$ cat config.mk
export PLATFORM = sky130hd
export DESIGN_NAME = ebsd_lane
export DESIGN_NICKNAME = d
export VERILOG_FILES = /design/src/hw/rtl/ebsd_pkg.sv /design/src/hw/rtl/ebsd_lane.sv
export SDC_FILE = /design/constraint.sdc
export NUM_CORES = 1
export LEC_CHECK = 0
export BUFFER_PORTS_ARGS = -buffer_cell sky130_fd_sc_hd__buf_4
export CAP_MARGIN = 20
export CORE_UTILIZATION = 50
export CTS_CLUSTER_SIZE = 8
export DETAILED_ROUTE_END_ITERATION = 12
export GPL_TIMING_DRIVEN = 0
export PLACE_DENSITY_LB_ADDON = 0.08
export SETUP_SLACK_MARGIN = 0.05
export SLEW_MARGIN = 10
export SYNTH_ARGS = -nofsm -noshare
export SYNTH_HDL_FRONTEND = slang
export SYNTH_SLANG_ARGS = --single-unit
$ cat constraint.sdc
create_clock -name clk -period 41.2 [get_ports clk]
set_input_delay 8.24 -clock clk [delete_from_list [all_inputs] [get_ports clk]]
set_output_delay 8.24 -clock clk [all_outputs]
set_load 0.01 [all_outputs]
$ cat src/hw/rtl/ebsd_pkg.sv
// Shared constants, types and defaults for the EMA bank stability detector.
package ebsd_pkg;

  // Bank geometry and field widths.
  localparam int NUM_FILTERS   = 4;
  localparam int SAMPLE_BITS   = 24;
  localparam int GAIN_BITS     = 17;
  localparam int GAIN_FRAC     = 16;
  localparam int TARE_BITS     = 24;
  localparam int THRESH_BITS   = 24;
  localparam int COUNT_BITS    = 8;
  localparam int LEVEL_BITS    = 25;
  localparam int CFG_DATA_BITS = 24;

  // Derived widths for the filter datapath.
  localparam int DIFF_BITS = SAMPLE_BITS + 1;
  localparam int PROD_BITS = DIFF_BITS + GAIN_BITS + 1;
  localparam int CMP_BITS  = (DIFF_BITS > THRESH_BITS) ? DIFF_BITS : THRESH_BITS;
  localparam int OUT_CALC_A = (SAMPLE_BITS > TARE_BITS) ? SAMPLE_BITS : TARE_BITS;
  localparam int OUT_CALC_BITS = ((OUT_CALC_A > LEVEL_BITS) ? OUT_CALC_A : LEVEL_BITS) + 1;

  // Configuration register map.
  localparam int NUM_CFG_REGS   = NUM_FILTERS + 3;
  localparam int CFG_INDEX_BITS = $clog2(NUM_CFG_REGS);
  localparam int GAIN_IDX_BITS  = (NUM_FILTERS > 1) ? $clog2(NUM_FILTERS) : 1;
  localparam logic [CFG_INDEX_BITS-1:0] REG_GAIN_LAST = CFG_INDEX_BITS'(NUM_FILTERS - 1);
  localparam logic [CFG_INDEX_BITS-1:0] REG_TARE      = CFG_INDEX_BITS'(NUM_FILTERS);
  localparam logic [CFG_INDEX_BITS-1:0] REG_THRESHOLD = CFG_INDEX_BITS'(NUM_FILTERS + 1);
  localparam logic [CFG_INDEX_BITS-1:0] REG_COUNT     = CFG_INDEX_BITS'(NUM_FILTERS + 2);

  // Gain of one in Q16 and the saturation point of the settle counters.
  localparam logic [GAIN_BITS-1:0]  GAIN_UNITY    = GAIN_BITS'(1 << GAIN_FRAC);
  localparam logic [COUNT_BITS-1:0] COUNTER_MAX   = '1;
  localparam logic [THRESH_BITS-1:0] THRESH_RESET = THRESH_BITS'(3000);
  localparam logic [COUNT_BITS-1:0] COUNT_RESET   = COUNT_BITS'(2);

  localparam logic [GAIN_BITS-1:0] GAIN_DEFAULTS [8] = '{
    17'd65536, 17'd32768, 17'd13107, 17'd6554,
    17'd6554,  17'd6554,  17'd6554,  17'd6554
  };

  // Reset gain of filter i.
  function automatic logic [GAIN_BITS-1:0] gain_default(input int i);
    return GAIN_DEFAULTS[3'(i)];
  endfunction

  // Shared settings seen by every filter lane.
  typedef struct packed {
    logic signed [TARE_BITS-1:0] tare;
    logic [THRESH_BITS-1:0]      threshold;
    logic [COUNT_BITS-1:0]       settle_count;
  } lane_cfg_t;

  // Per-cycle control from the top level to the lanes.
  typedef struct packed {
    logic advance;
    logic primed;
  } lane_ctrl_t;

  // One lane's contribution to a result.
  typedef struct packed {
    logic signed [LEVEL_BITS-1:0] level;
    logic                         steady;
  } lane_res_t;

endpackage

$ cat src/hw/rtl/ebsd_lane.sv
// One EMA filter lane: filter state, settle counter and result computation.
module ebsd_lane (
  input  logic                                   clk,
  input  logic                                   rst_n,
  input  ebsd_pkg::lane_ctrl_t                   ctrl,
  input  ebsd_pkg::lane_cfg_t                    cfg,
  input  logic [ebsd_pkg::GAIN_BITS-1:0]         gain,
  input  logic signed [ebsd_pkg::SAMPLE_BITS-1:0] sample,
  output ebsd_pkg::lane_res_t                    res
);
  import ebsd_pkg::*;

  logic signed [SAMPLE_BITS-1:0]   level_r;
  logic signed [SAMPLE_BITS-1:0]   level_nxt;
  logic [COUNT_BITS-1:0]           cnt_r;
  logic [COUNT_BITS-1:0]           cnt_nxt;
  logic signed [SAMPLE_BITS-1:0]   old_eff;
  logic [COUNT_BITS-1:0]           cnt_eff;
  logic signed [DIFF_BITS-1:0]     diff;
  logic [DIFF_BITS-1:0]            dist_abs;
  logic                            close;
  logic [GAIN_BITS-1:0]            gain_eff;
  logic signed [PROD_BITS-1:0]     prod;
  logic signed [DIFF_BITS-1:0]     step;
  logic signed [DIFF_BITS-1:0]     level_sum;
  logic signed [OUT_CALC_BITS-1:0] level_diff;

  // Before the first sample the filter behaves as if loaded with that sample.
  assign old_eff = ctrl.primed ? level_r : sample;
  assign cnt_eff = ctrl.primed ? cnt_r : '0;

  // Distance between the old filter value and the sample.
  assign diff     = DIFF_BITS'(sample) - DIFF_BITS'(old_eff);
  assign dist_abs = diff[DIFF_BITS-1] ? DIFF_BITS'(-diff) : DIFF_BITS'(diff);
  assign close    = CMP_BITS'(dist_abs) < CMP_BITS'(cfg.threshold);

  // Settle counter rises while close, saturating, and clears otherwise.
  always_comb begin
    if (!close) begin
      cnt_nxt = '0;
    end else if (cnt_eff == COUNTER_MAX) begin
      cnt_nxt = COUNTER_MAX;
    end else begin
      cnt_nxt = cnt_eff + COUNT_BITS'(1);
    end
  end

  // Filter update: old + floor((sample - old) * gain / 2^16), gain clamped to one.
  assign gain_eff  = gain[GAIN_BITS-1] ? GAIN_UNITY : gain;
  assign prod      = PROD_BITS'(diff) * PROD_BITS'(signed'({1'b0, gain_eff}));
  assign step      = prod[GAIN_FRAC +: DIFF_BITS];
  assign level_sum = DIFF_BITS'(old_eff) + step;
  assign level_nxt = level_sum[SAMPLE_BITS-1:0];

  // Result fields for this lane.
  assign level_diff = OUT_CALC_BITS'(level_nxt) - OUT_CALC_BITS'(cfg.tare);
  assign res.level  = level_diff[LEVEL_BITS-1:0];
  assign res.steady = cnt_nxt >= cfg.settle_count;

  // Filter state advances once per transaction moved to the output register.
  always_ff @(posedge clk) begin
    if (!rst_n) begin
      cnt_r <= '0;
    end else if (ctrl.advance) begin
      cnt_r <= cnt_nxt;
    end
  end

  always_ff @(posedge clk) begin
    if (ctrl.advance) begin
      level_r <= level_nxt;
    end
  end

  // A sample that is not close clears the counter.
  a_clear_far: assert property (@(posedge clk) disable iff (!rst_n)
    ctrl.advance && !close |=> cnt_r == '0)
    else $error("settle counter not cleared after a far sample");

  // A close sample always leaves a nonzero count.
  a_rise_close: assert property (@(posedge clk) disable iff (!rst_n)
    ctrl.advance && close |=> cnt_r != '0)
    else $error("settle counter zero after a close sample");

  // The counter holds between transactions.
  a_hold_idle: assert property (@(posedge clk) disable iff (!rst_n)
    !ctrl.advance |=> $stable(cnt_r))
    else $error("settle counter changed without a transaction");

endmodule

After elaboration in Yosys (flattened, before gate mapping). Index checks and enable logic that the tools add are counted.

Register bits: 32. Output and inout port bits: 26. Logic and storage cells: 17.

Add/sub/neg operators: 5. $mul: 1. Magnitude comparators: 2. Eq/ne operators: 1. Mux-type cells: 6.

Operators with widths (number): 24-bit by 24-bit subtractor with 25-bit output (2); 25-bit by 18-bit multiplier with 40-bit output (1); 25-bit by 24-bit < comparator with 1-bit output (1); 25-bit 2-to-1 mux (1); 25-bit negation (1); 24-bit adder (1); 24-bit 2-to-1 mux (1); 8-bit 2-to-1 mux (3); 17-bit 2-to-1 mux (1); 8-bit by 1-bit adder with 8-bit output, second input constant (1); 8-bit equality test, second input constant (1); 8-bit >= comparator (1).

Depth between registers and ports, before layout.
Word-level depth: 7. Depth in mapped cells: 55.

Worst setup path after synthesis. No wires, ideal clock.

Kind: input to output. Start: input ctrl[0] in the netlist's numbering. End: output res[25] in the netlist's numbering. Arrival: 19.725 ns. Required time: 32.960 ns. Slack: 13.235 ns. Stages on the path: 52. Path buffers: 3. Cell sequence: clkbuf_1 clkbuf_1 o21ai_0 ha_1 fa_1 nor2b_1 o31a_2 o22ai_2 o31a_2 o21bai_1 xnor2_1 clkbuf_1 nor2_1 fa_1 inv_1 fa_1 fa_1 inv_1 [... 16 more ...] xnor2_1 ha_1 nand2_1 a211oi_1 a221o_1 nor4_1 o41ai_1 a21o_1 a21oi_1 o21ai_0 a21oi_1 o21ai_0 xnor3_1 ha_1 nand2b_1 o2111ai_1 nor2_1 a21oi_1.

RTL lines: start: declaration (RTL line ebsd_lane.sv:5) `input ebsd_pkg::lane_ctrl_t ctrl,`; end: declaration (RTL line ebsd_lane.sv:9) `output ebsd_pkg::lane_res_t res`.

==> results.sh <==
export IMPL_outcome="finished, final reports clean"
export IMPL_required_ns=32.96
export IMPL_post_cts_setup_buffer_count=0
export IMPL_clock_fmax_mhz=32.3
export IMPL_antenna_found_initial=0
export IMPL_ys_warnings_count=0
export IMPL_antennaDiodeCount=0
export IMPL_syn_avg_cell_area_um2=8.27
export IMPL_post_route_min_period_ns=30.96
export IMPL_tns_ns=0
export IMPL_ioPinCount=127
export IMPL_grt_pass1_wl_um=96400
export IMPL_cts_tree="done"
export IMPL_gp_congestion=0.970
export IMPL_slew_viol_final=0
export IMPL_worst_hold_slack_ns=0.457
export IMPL_hold_viol=0
export IMPL_arrival_ns=22.72
export IMPL_overflow=0
export IMPL_routedWlPerCell_um=19.5
export IMPL_drc=0
export IMPL_globalRouteTotalUtil_pct=31.0
export IMPL_ant_nets=0
export IMPL_grt_max_degree=28
export IMPL_vias=16463
export IMPL_hold_class="register to register"
export IMPL_drt_iter0_markers=1168
export IMPL_clkSinkCount=32
export IMPL_drive_above_1_share_pct=6.63
export IMPL_port_buffers=126
export IMPL_clk_pin_slew_ns=0.06
export IMPL_drv_cap=0
export IMPL_rows=73
export IMPL_period_share_pct=75.1
export IMPL_skew_ns=0.00908
export IMPL_design_area_um2=21900
export IMPL_root_buffer="clkbuf_16"
export IMPL_synth_ff_type="edfxtp_1"
export IMPL_nets=3261
export IMPL_initial_core_util_pct=50.7
export IMPL_syn_nets=3124
export IMPL_first_pass_iters=6
export IMPL_cts_buffer_depth=2
export IMPL_wl_um=60400
export IMPL_core_um2=39600
export IMPL_ys_ff_latch=32
export IMPL_synthesis_instances=2428
export IMPL_clock_latency_ns=0.29
export IMPL_crit_path_end="res[24]"
export IMPL_synth_most_common_cell="inv_1"
export IMPL_async_reset_ff_share_pct=0
export IMPL_synthTopCellsByArea="fa_1 (40%), ha_1 (12%), inv_1 (11%)"
export IMPL_critPathMaxStageDelay_ns=0.65
export IMPL_area_growth_pct=9.01
export IMPL_grt_pass1_vias=17730
export IMPL_regToRegEndpoint="level_r[23]$_DFFE_PP_"
export IMPL_layout_setup_ws_ns=10.24
export IMPL_cp_startpoint="ctrl[0]"
export IMPL_reg2reg_setup_slack_ns=28.21
export IMPL_cts_hold_buffers=0
export IMPL_pre_cts_ws_ns=10.39
export IMPL_rsz0062_at_grt="no"
export IMPL_die_h_um=202
export IMPL_cp_max_fo=10
export IMPL_hpwl_um=52700
export IMPL_ys_top_cells_by_count="inv_1 (576), fa_1 (397), nor2_1 (317)"
export IMPL_relSlewSlack_pct=23.1
export IMPL_yosys_area_top_type="fa_1"
export IMPL_cp_start_kind="input pin"
export IMPL_finalSetupViolCount=0
export IMPL_synth_cell_types=81
export IMPL_netlist_area_um2=20100
export IMPL_n_fill_cell=3837
export IMPL_die_w_um=202
export IMPL_place_area_um2=21700
export IMPL_cts_htree_levels=2
export IMPL_die_area_um2=41000
export IMPL_cts_resized=0
export IMPL_yosysTopAreaCellShare_pct=39.6
export IMPL_crit_slowest_cell="clkbuf_1"
export IMPL_end_kind="primary output"
export IMPL_ys_seq_area_share_pct=4.38
export IMPL_cts_buffers=5
export IMPL_reg2reg_from="level_r[0]$_DFFE_PP_"
export IMPL_reg2reg_depth=46
export IMPL_tightest_slew_ns=1.15
export IMPL_vias_per_cell=5.33
export IMPL_worstSetupPathType="input pin to primary output"
export IMPL_synth_edf_count=24
==> layer usage <==
| layer | vias to the layer above | track usage, % | routed length [um] |
|---|---|---|---|
| met2 | 504 | 51.7 | 28400 |
| met3 | 113 | 5.66 | 4250 |
| met1 | 8171 | 40.2 | 25200 |
| met4 | 0 | 11.7 | 2520 |
| met5 | - | 0 | 0 |
| li1 | 7675 | - | - |
==> sequential cells by signal, summed over array words and instances, names as in the netlist <==
signal   count
cnt_r        8
level_r     24
==> how the worst min path moves through the flow <==
stage	start	to	slack, ns	cells after the start
finish	cnt_r[0]$_SDFFE_PN0P_	cnt_r[0]$_SDFFE_PN0P_	0.46	2
detailed placement	cnt_r[0]$_SDFFE_PN0P_	cnt_r[0]$_SDFFE_PN0P_	0.45	2
global placement	cnt_r[0]$_SDFFE_PN0P_	cnt_r[0]$_SDFFE_PN0P_	0.43	2
CTS	cnt_r[0]$_SDFFE_PN0P_	cnt_r[0]$_SDFFE_PN0P_	0.46	2
floorplan	cnt_r[0]$_SDFFE_PN0P_	cnt_r[0]$_SDFFE_PN0P_	0.42	2
global route	cnt_r[0]$_SDFFE_PN0P_	cnt_r[0]$_SDFFE_PN0P_	0.52	2
==> critical path: cells and delay by family <==
kind	cells	cell delay (ns)
adders and majority gates	9	3.74
xor gates and xnor gates	3	0.81
muxes	1	0.31
and+or+nand+nor	10	2.15
AOI/OAI and AO/OA	17	5.09
buffers and inverters	11	2.34
==> cell usage in the layout (no fill, tap or decap), types with 21 or more instances in the layout <==
cell type  synthesis  routed
nand2_1          243     243
a21o_1            33      33
nand2b_1          36      36
buf_4              0     130
a21oi_1           71      71
nand3_1           21      21
ha_1             198     198
xnor2_1           94      92
edfxtp_1          24      24
nor2_1           317     317
nor2b_1           27      27
mux2i_1           24      24
fa_1             397     397
nor3_1            24      24
o21ai_0           55      55
inv_1            576     576
xor2_1            31      31
clkbuf_1          70      70
==> cell type report <==
cell class / count / area [um^2] / area share [%]
plain buffers: 77 / 300 / 1.37
clock buffers: 6 / 150 / 0.686
flip-flops and latches: 32 / 881 / 4.02
inverters: 577 / 2170 / 9.89
multi-input cells: 1742 / 16800 / 76.5
repair buffers: 130 / 976 / 4.46
well taps: 525 / 657 / 3.00
clock inverters: 2 / 11.3 / 0.0514
==> kinds of logic (layout without fill, tap and decap cells) <==
| family | Yosys count | in the layout | synth area share [%] |
|---|---|---|---|
| fa+ha+maj | 595 | 595 | 51.9 |
| simple gates | 722 | 722 | 15.4 |
| compound gates | 274 | 274 | 9.21 |
| buf+inv | 654 | 792 | 12.3 |
| flops | 32 | 32 | 4.38 |
| xor+xnor | 126 | 126 | 5.56 |
| mux | 25 | 25 | 1.25 |
==> metrics by stage <==
step | std cells | util, %
CTS | 3090 | 55.2
detailed placement | 3082 | 54.8
global route | 3091 | 55.2
floorplan | 2428 | -
global placement | 3079 | 54.7
finish | 3091 | 55.2
Power is not shown: default switching activity piles up to over one toggle a cycle in this logic, so the estimate is an artifact.
